### config.mk
export PLATFORM = sky130hd
export DESIGN_NAME = stgd_ram
export DESIGN_NICKNAME = d
export VERILOG_FILES = /design/src/sv/scale_tap_gesture_detector_top_assert.svh /design/src/sv/stgd_ram.sv
export SDC_FILE = /design/constraint.sdc
export NUM_CORES = 1
export LEC_CHECK = 0
export ABC_AREA = 0
export BUFFER_PORTS_ARGS = -buffer_cell sky130_fd_sc_hd__clkbuf_2
export CAP_MARGIN = 20
export CORE_MARGIN = 4
export CORE_UTILIZATION = 35
export DETAILED_ROUTE_END_ITERATION = 16
export GPL_ROUTABILITY_DRIVEN = 0
export MAX_ROUTING_LAYER = met4
export PLACE_DENSITY = 0.51
export SLEW_MARGIN = 15
export SYNTH_ARGS = -nofsm -noshare
export SYNTH_HDL_FRONTEND = slang
export SYNTH_SLANG_ARGS = --single-unit
### constraint.sdc
create_clock -name clk -period 4 [get_ports clk]
set_clock_uncertainty 0.15 [all_clocks]
set_input_delay 0.4 -clock clk [delete_from_list [all_inputs] [get_ports clk]]
set_output_delay 0.4 -clock clk [all_outputs]
set_load 0.02 [all_outputs]
### src/sv/scale_tap_gesture_detector_top_assert.svh
// ---------------------------------------------------------------------------
// Assertion macros for the tap gesture detector
// Clocked on clk, disabled while arst_n is low.
// ---------------------------------------------------------------------------
`ifndef SCALE_TAP_GESTURE_DETECTOR_TOP_ASSERT_SVH
`define SCALE_TAP_GESTURE_DETECTOR_TOP_ASSERT_SVH

// same-cycle implication
`define STGD_ASSERT_IMP(lbl, ante, cons, msg) \
	lbl: assert property (@(posedge clk) disable iff (!arst_n) (ante) |-> (cons)) \
		else $error(msg);

// next-cycle implication
`define STGD_ASSERT_NXT(lbl, ante, cons, msg) \
	lbl: assert property (@(posedge clk) disable iff (!arst_n) (ante) |=> (cons)) \
		else $error(msg);

`endif

### src/sv/stgd_ram.sv
// ---------------------------------------------------------------------------
// stgd_ram
// Generic single-write, single-read RAM with registered read data.
// ---------------------------------------------------------------------------
`timescale 1ns / 1ps

module stgd_ram #(
	parameter int WIDTH = 24,
	parameter int DEPTH = 5,
	localparam int ADDR_W = $clog2(DEPTH)
) (
	input  logic              clk,
	input  logic              we,
	input  logic [ADDR_W-1:0] waddr,
	input  logic [WIDTH-1:0]  wdata,
	input  logic [ADDR_W-1:0] raddr,
	output logic [WIDTH-1:0]  rdata
);

	logic [WIDTH-1:0] mem [DEPTH];

	always_ff @(posedge clk) begin
		if (we) begin
			mem[waddr] <= wdata;
		end
		rdata <= mem[raddr];
	end

endmodule

# Yosys cells after proc, flatten, opt, wreduce, memory -nomap -nowiden
# Memories as Yosys holds them, arrays and structs flattened. A register that Yosys moved wholly into a read port is not among the register bits.
# Index checks and enable logic that the tools add are counted.
[word_totals]
input_bits = 32
word_cells = 3
ramBits = 120
reg_bits = 0
mem_count = 1
[op_classes]
n_mux = 2
[memory_table]
columns = ["memory", "depth", "word_bits", "read_ports", "rd_ports_with_merged_regs", "write_ports", "line", "source"]
rows = [
  ["mem", 5, 24, 1, 1, 1, "stgd_ram.sv:20", "logic [WIDTH-1:0] mem [DEPTH];"],
]
[ops]
columns = ["cell", "n"]
rows = [
  ["$mux W1", 2],
]

# Logic depth before layout (Yosys ltp)
# Gate-level depths: netlist of run 1.
[logic_depth]
word_depth = 2
mapped_depth = 6
ltp_nobuf = 3

# Worst setup path before layout of run 1
# Ideal clock, no wire load.
[synth_path]
path_type = "input to register"
startpoint = "input port waddr[0]"
endpoint = "memory mem[4][0] (enable)"
path_stages = 2
setup_slack_ps = 1029
arrival_time_ps = 2381
required_time_ps = 3409
cell_sequence = "nand2b_1 nor3b_1"
[synth_lines]
columns = ["item", "line", "source"]
rows = [
  ["start: declaration", "stgd_ram.sv:14", "input logic [ADDR_W-1:0] waddr,"],
  ["end: declaration", "stgd_ram.sv:20", ""],
]
# No word-level cell before the write port.

==> results of run 1 <==
## worst reg2reg max path, delay by kind of cell (launching register included)
kind             cells  cell delay [ns]
flip-flops           1             0.35
AO/OA/AOI/OAI        2             0.27
AND/OR/NAND/NOR      1             0.14
## cells in the mapped netlist, drive strengths merged
cell,n,share of area (%)
edfxtp,120,67
a211oi,24,5.2
a221oi,24,6.2
dfxtp,24,8.9
inv,24,1.7
mux2i,24,4.5
nor2b,14,1.6
buf,13,2.0
and2b,10,1.4
clkbuf,3,0.21
nand2b,3,0.49
nor2,3,0.26
nor3,2,0.19
nand2,1,0.070
nor3b,1,0.14
## stage by stage
stage | instances | cell area [µm²] | worst slack [ns] | hold slack (ns)
global placement | 520 | 5820 | 1.57 | 0.357
CTS | 552 | 6450 | 1.99 | 0.0519
finish | 552 | 6450 | 2.03 | 0.0739
global route | 552 | 6450 | 1.88 | 0.0422
detailed placement | 520 | 5820 | 1.55 | 0.373
floorplan | 290 | 5370 | 1.03 | 0.349
## power by group through the flow
stage | registers [mW] | logic (mW) | clock network, mW
2_1_floorplan | 1.76 | 0.103 | 0
6_report | 1.71 | 0.196 | 1.65
3_3_place_gp | 1.74 | 0.197 | 0
5_1_grt | 1.71 | 0.216 | 1.77
3_5_place_dp | 1.74 | 0.202 | 0
4_1_cts | 1.71 | 0.202 | 1.69
## registers in the layout, indices dropped and copies added, names as in the netlist
signal,cells
rdata,24
mem,120
## worst max path at each step
| stage | endpoint | cells past startpoint | slack [ns] |
|---|---|---|---|
| global route | rdata[2] | 3 | 1.88 |
| global placement | rdata[2] | 3 | 1.57 |
| floorplan | mem[4][0] | 2 | 1.03 |
| CTS | rdata[0] | 3 | 1.99 |
| detailed placement | rdata[0] | 3 | 1.55 |
| finish | rdata[0] | 3 | 2.03 |
## kinds of logic (layout without fill, tap and decap cells)
| group | count (synthesis) | after routing |
|---|---|---|
| AND/OR/NAND/NOR | 34 | 34 |
| multiplexers | 24 | 24 |
| flip-flops | 144 | 144 |
| buffers and inverters | 40 | 114 |
| AO/OA/AOI/OAI | 48 | 48 |
## cell type report
cell class | count | area [µm²] | area share, %
tap | 188 | 235 | 3.65
sequential | 144 | 4080 | 63.3
inverter | 24 | 90.1 | 1.40
multi-input combinational | 106 | 1110 | 17.3
clock inverter | 14 | 195 | 3.03
timing repair buffer | 58 | 300 | 4.66
clock buffer | 18 | 429 | 6.66
## per-layer routing
metal  vias up  wire [µm]  GRT usage [%]
li1       1244          -              -
met1      1305       4370           14.5
met2        54       4940           19.9
met3         8        422           5.23
met4         0         97           4.20
met5         -          0              -
==> impl_metrics.py, run 1 <==
metrics = {
    "worst_hold_path": {
        "hold_path_startpoint": "wdata[1]",
        "worstHoldPathCells": 1,
        "hold_class": "input port to flop",
        "hold_end": "mem[4][1]",
    },
    "die": {
        "coreArea_um2": 15100,
        "initial_core_util_pct": 35.5,
        "die-height_um": 132,
        "rows": 45,
        "dieArea_um2": 17400,
        "die_x_um": 132,
        "io_pins": 56,
    },
    "global_route": {
        "grt_pass1_wl_um": 15500,
        "globalRouteOverflowTotal": 0,
        "grtUsageTotal_pct": 12.6,
        "grt_pass1_vias": 2800,
        "grt_start_max_net_pins": 73,
        "antenna_found_initial": 0,
    },
    "cts": {
        "cts_root_buffer": "clkbuf_16",
        "numClockSinks": 144,
        "htree_levels": 4,
        "clk_latency_ns": 0.41,
        "postCtsSetupBuffers": 0,
        "cts_buffers": 17,
        "cts_resized": 0,
        "cts_tree": "built",
        "hold_buffers": 0,
        "cts.path.max_buffers": 2,
        "path_clk_slew_ns": 0.05,
    },
    "route": {
        "ant_nets": 0,
        "drt_iter0_markers": 211,
        "drt_wl_total_um": 9830,
        "via_per_inst": 4.73,
        "wl_per_cell_um": 17.8,
        "route.vias.total": 2611,
        "drt-pass1-iter-count": 4,
        "drc": 0,
    },
    "worst_setup_path": {
        "reg2reg_from": "mem[2][22]",
        "worstSetupPathType": "input port to flop",
        "slowest_delay_ns": 0.95,
        "cp_max_fo": 26,
        "worstRegToRegCells": 3,
        "cp.required_ns": 4.08,
        "cp_cell_sequence": "clkbuf_2 > nor2_4 > a221oi_1",
        "setup.worst_path.start_class": "input port",
        "crit_path_start": "raddr[2]",
        "cp-end-kind": "flop",
        "critPathSlowestCell": "nor2_4",
        "reg2reg_slack_ns": 2.93,
        "critical_path_arrival_ns": 2.05,
        "cpLargestDelayFamily": "simple AND/OR/NAND/NOR gates",
        "crit_buf_inv": 1,
        "r2r-end": "rdata[22]",
    },
    "synthesis": {
        "ys_types": 21,
        "syn_nets": 322,
        "synth_fa_ha_area_share_pct": 0,
        "synth_compound_area_share_pct": 11.5,
        "synth_top_family_by_area": "compound AO/OA/AOI/OAI gates",
        "synth.mux.area_fraction_pct": 4.47,
        "avgSynthCellArea_um2": 18.5,
        "synth-seq-cells": 144,
        "synth_xor_area_share_pct": 0,
        "yosysWarnings": 0,
        "synth_simple_gate_area_share_pct": 4.17,
        "syn_area_um2": 5370,
        "synth-seq-area-share_pct": 76.0,
        "syn_inst": 290,
    },
    "sta": {
        "maxSlewHeadroom_pct": 31.6,
        "maxSlewViolCount": 0,
        "worst_slew_pin_slew_ns": 1.03,
        "min_period_ns": 1.97,
        "setup_viol_count_final": 0,
        "rsz0062_at_grt": "no",
        "finalCritPeriodShare_pct": 49.3,
        "fin_setup_tns_ns": 0,
        "hold_viol_final": 0,
        "max_freq_ghz": 0.507,
    },
    "power_and_ir_drop": {
        "clkPwrFrac_pct": 46.5,
        "pwr-share-seq_pct": 48.0,
        "switching_share_pct": 19.8,
        "power_density_nw_per_um2": 552,
        "vdd_drop_max_mv": 0.384,
        "total_power_mw": 3.56,
        "p_switching_mw": 0.705,
        "intPower_mw": 2.85,
        "combinationalPowerShare_pct": 5.5,
        "p_leak_nw": 2.34,
    },
    "finish": {
        "final_common_cell": "edfxtp_1",
        "filler_cell_count": 1319,
        "syn_to_final_growth_pct": 20.0,
        "drive_gt1_share_pct": 37.4,
        "layout_common_cells": "edfxtp_1 (120), clkbuf_2 (54), inv_1 (24), mux2i_1 (24), dfxtp_1 (24)",
        "fin_nets": 383,
        "final_core_util_pct": 42.6,
        "diodes": 0,
    },
    "status": {
        "status": "finished clean",
    },
    "placement": {
        "hpwl_um": 5460,
        "portBuffers": 55,
    },
    "job": {
        "cap_violations": 0,
    },
}
(Power assumes the default switching activity.)
==> inputs of run 2 (changes only) <==
--- a/config.mk
+++ b/config.mk
@@ -13,7 +13,7 @@
 export DETAILED_ROUTE_END_ITERATION = 16
 export GPL_ROUTABILITY_DRIVEN = 0
 export MAX_ROUTING_LAYER = met4
-export PLACE_DENSITY = 0.51
+export PLACE_DENSITY = 0.53
 export SLEW_MARGIN = 15
 export SYNTH_ARGS = -nofsm -noshare
 export SYNTH_HDL_FRONTEND = slang
==> constraint.sdc (replaced) <==
create_clock -name clk -period 1.7 [get_ports clk]
set_clock_uncertainty 0.15 [all_clocks]
set_input_delay 0.17 -clock clk [delete_from_list [all_inputs] [get_ports clk]]
set_output_delay 0.17 -clock clk [all_outputs]
set_load 0.02 [all_outputs]
==> run 2 against run 1 <==
Wire length is 1.6% higher. Sequential cell count unchanged. Worst hold slack improved by 0.067 ns. Core utilization is 2.4 points higher. Sequential share of layout area down 3.4 points. Critical path depth is 2 lower. Die area unchanged. Count of clock-buffer cells in the layout increased by 9. Highest routed layer unchanged. First-iteration DRC count shrank 30%. Largest power group unchanged. Setup slack got worse by 1.6 ns. Final cell count is 6.3% higher.
==> impl_metrics.py, run 2 (synthesis gave the netlist of run 1 again) <==
metrics = {
    "status": {
        "status": "finished clean",
    },
    "global_route": {
        "grtUsageMet1_pct": 15.7,
        "grt_pass1_wl_um": 16400,
        "grt_pass1_vias": 2965,
        "grt_use_met3_pct": 3.66,
        "top_usage_layer": "met2",
        "met2_usage_pct": 19.5,
        "grtUsageTotal_pct": 12.8,
        "antenna_found_initial": 0,
        "grt_start_max_net_pins": 25,
        "globalRouteOverflowTotal": 0,
    },
    "worst_setup_path": {
        "cp-end-kind": "output port",
        "worstRegToRegCells": 3,
        "cp.required_ns": 1.38,
        "reg2reg_from": "mem[2][1]",
        "cp_cell_sequence": "clkbuf_2",
        "r2r-end": "rdata[1]",
        "crit_buf_inv": 1,
        "critical_path_arrival_ns": 0.96,
        "reg2reg_slack_ns": 0.56,
        "cp.depth": 1,
        "critPathSlowestCell": "dfxtp_1",
        "cp_max_fo": 1,
        "setup.worst_path.start_class": "flop",
        "slowest_delay_ns": 0.35,
        "worstSetupPathType": "flop to output port",
        "cpLargestDelayFamily": "flip-flops",
        "crit_end": "rdata[10]",
        "crit_path_start": "rdata[10]",
    },
    "worst_hold_path": {
        "hold_class": "input port to flop",
    },
    "die": {
        "dieArea_um2": 17400,
        "rows": 45,
        "die-height_um": 132,
        "coreArea_um2": 15100,
        "initial_core_util_pct": 35.5,
        "die_x_um": 132,
        "io_pins": 56,
    },
    "finish": {
        "drive_gt1_share_pct": 36.1,
        "top_register": "mem",
        "largest_reg_flops": 120,
        "multi_input_area_um2": 1130,
        "filler_cell_count": 1348,
        "syn_to_final_growth_pct": 26.8,
        "layout_common_cells": "edfxtp_1 (120), clkbuf_2 (54)",
        "final_common_cell": "edfxtp_1",
        "final_cells": 587,
        "fin_nets": 418,
        "reg.largest.list": "mem (120), rdata (24)",
        "regArea_um2": 4080,
        "diodes": 0,
    },
    "placement": {
        "hpwl_um": 6070,
        "placed_cells": 531,
        "portBuffers": 55,
    },
    "power_and_ir_drop": {
        "combinationalPowerShare_pct": 6.5,
        "vdd_drop_max_mv": 0.711,
        "p_leak_nw": 2.50,
        "intPower_mw": 6.58,
        "clkPwrFrac_pct": 44.8,
        "power_density_nw_per_um2": 1210,
        "p_switching_mw": 1.67,
        "pwr-share-seq_pct": 48.6,
        "total_power_mw": 8.25,
        "switching_share_pct": 20.2,
    },
    "cts": {
        "numClockSinks": 144,
        "clk_latency_ns": 0.41,
        "htree_levels": 4,
        "cts_tree": "built",
        "cts_root_buffer": "clkbuf_16",
        "path_clk_slew_ns": 0.06,
        "cts.path.max_buffers": 2,
        "cts_buffers": 17,
    },
    "sta": {
        "finalCritPeriodShare_pct": 75.1,
        "maxSlewHeadroom_pct": 36.4,
        "rsz0062_at_grt": "no",
        "setup_viol_count_final": 0,
        "max_freq_ghz": 0.783,
        "hold_viol_final": 0,
        "maxSlewViolCount": 0,
        "worst_slew_pin_slew_ns": 0.952,
        "min_period_ns": 1.28,
    },
    "route": {
        "via_per_inst": 4.63,
        "ant_nets": 0,
        "route.vias.total": 2715,
        "wl_per_cell_um": 17.0,
        "drt_wl_total_um": 9990,
        "drt_iter0_markers": 148,
        "drt-pass1-iter-count": 4,
        "drc": 0,
    },
    "job": {
        "cap_violations": 0,
    },
}
## run 2: worst min path at each step
stage | slack (ns) | depth (start not counted) | to | from
5_1_grt | 0.14 | 3 | rdata[23] | raddr[0]
4_1_cts | 0.13 | 3 | rdata[23] | raddr[0]
3_3_place_gp | 0.25 | 1 | mem[2][17] | wdata[17]
6_report | 0.14 | 3 | rdata[23] | raddr[0]
3_5_place_dp | 0.26 | 1 | mem[0][17] | wdata[17]
2_1_floorplan | 0.12 | 0 | mem[0][0] | wdata[0]
## run 2: area by class of cell
class	count	area share, %
Timing Repair Buffer	93	9.88
Inverter	24	1.32
Sequential cell	144	59.9
Multi-Input combinational cell	106	16.6
Clock buffer	27	7.68
Clock inverter	5	1.10
Tap cell	188	3.45
## run 2: metrics by stage
stage                     setup TNS [ns]  setup WS (ns)  util, %  hold slack (ns)  instance area [µm²]
after floorplan                    -1.43        -0.0596        -            0.119                 5410
after global placement                 0          0.105     39.5            0.251                 5980
after detailed placement               0         0.0956     39.5            0.261                 5980
after CTS                              0          0.398     45.0            0.126                 6810
after global routing                   0          0.388     45.0            0.141                 6810
final                                  0          0.423     45.0            0.141                 6810
## run 2: repair_timing
item                                    in CTS  in global routing
endpoints found under the setup margin       0                  0
resized for setup                            0                  0
hold buffers                                24                  0
setup buffers                                0                  0
hold endpoints to repair                   120                  0
## run 2: power groups by stage
stage / logic (mW) / clock network (mW) / registers (mW)
after floorplan: 0.247 / 0 / 4.14
after global placement: 0.498 / 0 / 4.08
after detailed placement: 0.508 / 0 / 4.08
after CTS: 0.554 / 3.80 / 4.01
after global routing: 0.590 / 3.97 / 4.02
final: 0.540 / 3.70 / 4.01
## run 2: routing by layer
layer	wire length, µm	vias to the layer above
li1	-	1310
met2	4780	49
met4	187	0
met5	0	-
met3	343	15
met1	4670	1341
==> inputs of run 3 (changes only) <==
--- a/config.mk
+++ b/config.mk
@@ -13,7 +13,7 @@
 export DETAILED_ROUTE_END_ITERATION = 16
 export GPL_ROUTABILITY_DRIVEN = 0
 export MAX_ROUTING_LAYER = met4
-export PLACE_DENSITY = 0.53
+export PLACE_DENSITY = 0.51
 export SLEW_MARGIN = 15
 export SYNTH_ARGS = -nofsm -noshare
 export SYNTH_HDL_FRONTEND = slang
==> constraint.sdc (replaced) <==
create_clock -name clk -period 1.2 [get_ports clk]
set_clock_uncertainty 0.15 [all_clocks]
set_input_delay 0.12 -clock clk [delete_from_list [all_inputs] [get_ports clk]]
set_output_delay 0.12 -clock clk [all_outputs]
set_load 0.02 [all_outputs]
==> run 3 against run 2 <==
Register-to-register slack worse by 0.40 ns. Critical path depth unchanged. Wire length down 2.3%. Die area unchanged. Via count up 0.63%. Final cell count up 1.4%. First-iteration DRC count up 11%. Setup slack worse by 0.37 ns. Sequential share of layout area down 1.3 points. Worst hold slack worse by 0.10 ns. Sequential power up 42%. Largest cell class unchanged. Highest routed layer unchanged.
==> impl_metrics.py, run 3 (synthesis gave the netlist of run 1 again) <==
metrics = {
    "die": {
        "rows": 45,
        "io_pins": 56,
        "die_x_um": 132,
        "dieArea_um2": 17400,
        "coreArea_um2": 15100,
        "die-height_um": 132,
        "initial_core_util_pct": 35.5,
    },
    "cts": {
        "path_clk_slew_ns": 0.05,
        "clk_latency_ns": 0.40,
        "cts_buffers": 17,
        "htree_levels": 4,
        "numClockSinks": 144,
        "cts_tree": "built",
        "postCtsSetupBuffers": 0,
        "cts_root_buffer": "clkbuf_16",
        "cts.path.max_buffers": 2,
    },
    "placement": {
        "hpwl_um": 6020,
        "placed_cells": 539,
        "portBuffers": 55,
    },
    "route": {
        "drc": 0,
        "ant_nets": 0,
        "via_per_inst": 4.59,
        "drt-pass1-iter-count": 4,
        "route.vias.total": 2732,
        "drt_wl_total_um": 9750,
        "drt_iter0_markers": 164,
        "wl_per_cell_um": 16.4,
    },
    "worst_setup_path": {
        "reg2reg_slack_ns": 0.16,
        "crit_buf_inv": 1,
        "cp.required_ns": 0.93,
        "critical_path_arrival_ns": 0.88,
        "reg2reg_from": "mem[2][5]",
        "slowest_delay_ns": 0.32,
        "cp_max_fo": 1,
        "r2r-end": "rdata[5]",
        "crit_path_start": "rdata[12]",
        "cpLargestDelayFamily": "flip-flops",
        "worstSetupPathType": "flop to output port",
        "worstRegToRegCells": 3,
        "critPathSlowestCell": "dfxtp_1",
        "cp-end-kind": "output port",
        "cp.depth": 1,
        "cp_cell_sequence": "clkbuf_2",
        "setup.worst_path.start_class": "flop",
    },
    "global_route": {
        "antenna_found_initial": 0,
        "grt_pass1_vias": 2866,
        "grt_start_max_net_pins": 31,
        "globalRouteOverflowTotal": 0,
        "grtUsageTotal_pct": 12.2,
        "grt_pass1_wl_um": 15600,
    },
    "worst_hold_path": {
        "hold_path_startpoint": "raddr[0]",
        "hold_class": "input port to flop",
        "worstHoldPathCells": 3,
        "hold_end": "rdata[23]",
    },
    "finish": {
        "final_common_cell": "edfxtp_1",
        "fin_nets": 426,
        "drive_gt1_share_pct": 38.3,
        "syn_to_final_growth_pct": 29.6,
        "top_register": "mem",
        "reg.largest.list": "mem (120), rdata (24)",
        "largest_reg_flops": 120,
        "regArea_um2": 4090,
        "filler_cell_count": 1299,
        "layout_common_cells": "edfxtp_1 (120), clkbuf_2 (49), inv_1 (24), mux2i_1 (24), dlygate4sd3_1 (24)",
        "diodes": 0,
        "multi_input_area_um2": 1160,
        "final_cells": 595,
    },
    "sta": {
        "min_period_ns": 1.15,
        "setup_viol_count_final": 0,
        "whs_ns": 0.0379,
        "finalCritPeriodShare_pct": 95.9,
        "max_freq_ghz": 0.869,
        "rsz0062_at_grt": "no",
        "fin_setup_tns_ns": 0,
        "maxSlewViolCount": 0,
        "hold_viol_final": 0,
        "worst_slew_pin_slew_ns": 0.638,
        "maxSlewHeadroom_pct": 57.3,
    },
    "power_and_ir_drop": {
        "power_density_nw_per_um2": 1610,
        "vdd_drop_max_mv": 0.883,
        "p_leak_nw": 2.55,
    },
    "job": {
        "cap_violations": 0,
    },
    "status": {
        "status": "finished clean",
    },
}
[run 3: changes by cell type in the layout (fill, tap and decap cells not counted), moves of 3 or more]
cell	delta
clkinv_1	+3
buf_12	+8
clkbuf_8	-4
clkbuf_2	-5
clkbuf_1	-3
clkinvlp_4	+4
buf_4	+3
[run 3: routing by layer]
layer	track usage, %	part of all wire (%)
met1	14.7	46
met2	19.4	49
met3	3.13	4.0
met4	5.43	1.2
met5	-	0
[run 3: worst max-delay path by stage]
stage | slack, ns | end
finish | 0.05 | rdata[12]
global route | 0.0005 | rdata[14]
CTS | 0.003 | rdata[9]
detailed placement | -0.19 | rdata[11]
global placement | -0.17 | rdata[11]
floorplan | -0.34 | mem[4][0]
[run 3: cell type report]
cell class	instances	area share (%)
Sequential cell	144	58.7
Multi-Input combinational cell	106	16.7
Timing Repair Buffer	101	12.2
Clock buffer	19	6.36
Tap cell	188	3.38
Clock inverter	13	1.38
Inverter	24	1.29
[run 3: timing repair]
item / CTS / global route
gates resized for setup: 3 / 7
hold endpoints to repair: 120 / 0
hold buffers: 24 / 0
setup endpoints to repair: 2 / 5
[run 3: where the power goes]
| part | internal, mW | switching (mW) |
|---|---|---|
| combinational | 0.375 | 0.471 |
| sequential | 5.63 | 0.0502 |
| clock | 2.86 | 1.84 |
[run 3: worst min-delay path: stages]
cell and delay (ns):
buf_4 0.17, mux2i_1 0.16, a221oi_1 0.09
[run 3: stage by stage]
stage / cell area (µm²) / worst slack, ns / power [mW] / util (%)
2_1_floorplan: 5450 / -0.337 / 6.22 / -
3_3_place_gp: 6170 / -0.172 / 6.56 / 40.7
3_5_place_dp: 6170 / -0.192 / 6.58 / 40.7
4_1_cts: 6960 / 0.00305 / 11.4 / 45.9
5_1_grt: 6960 / 0.000531 / 11.7 / 46.0
6_report: 6960 / 0.0489 / 11.2 / 46.0
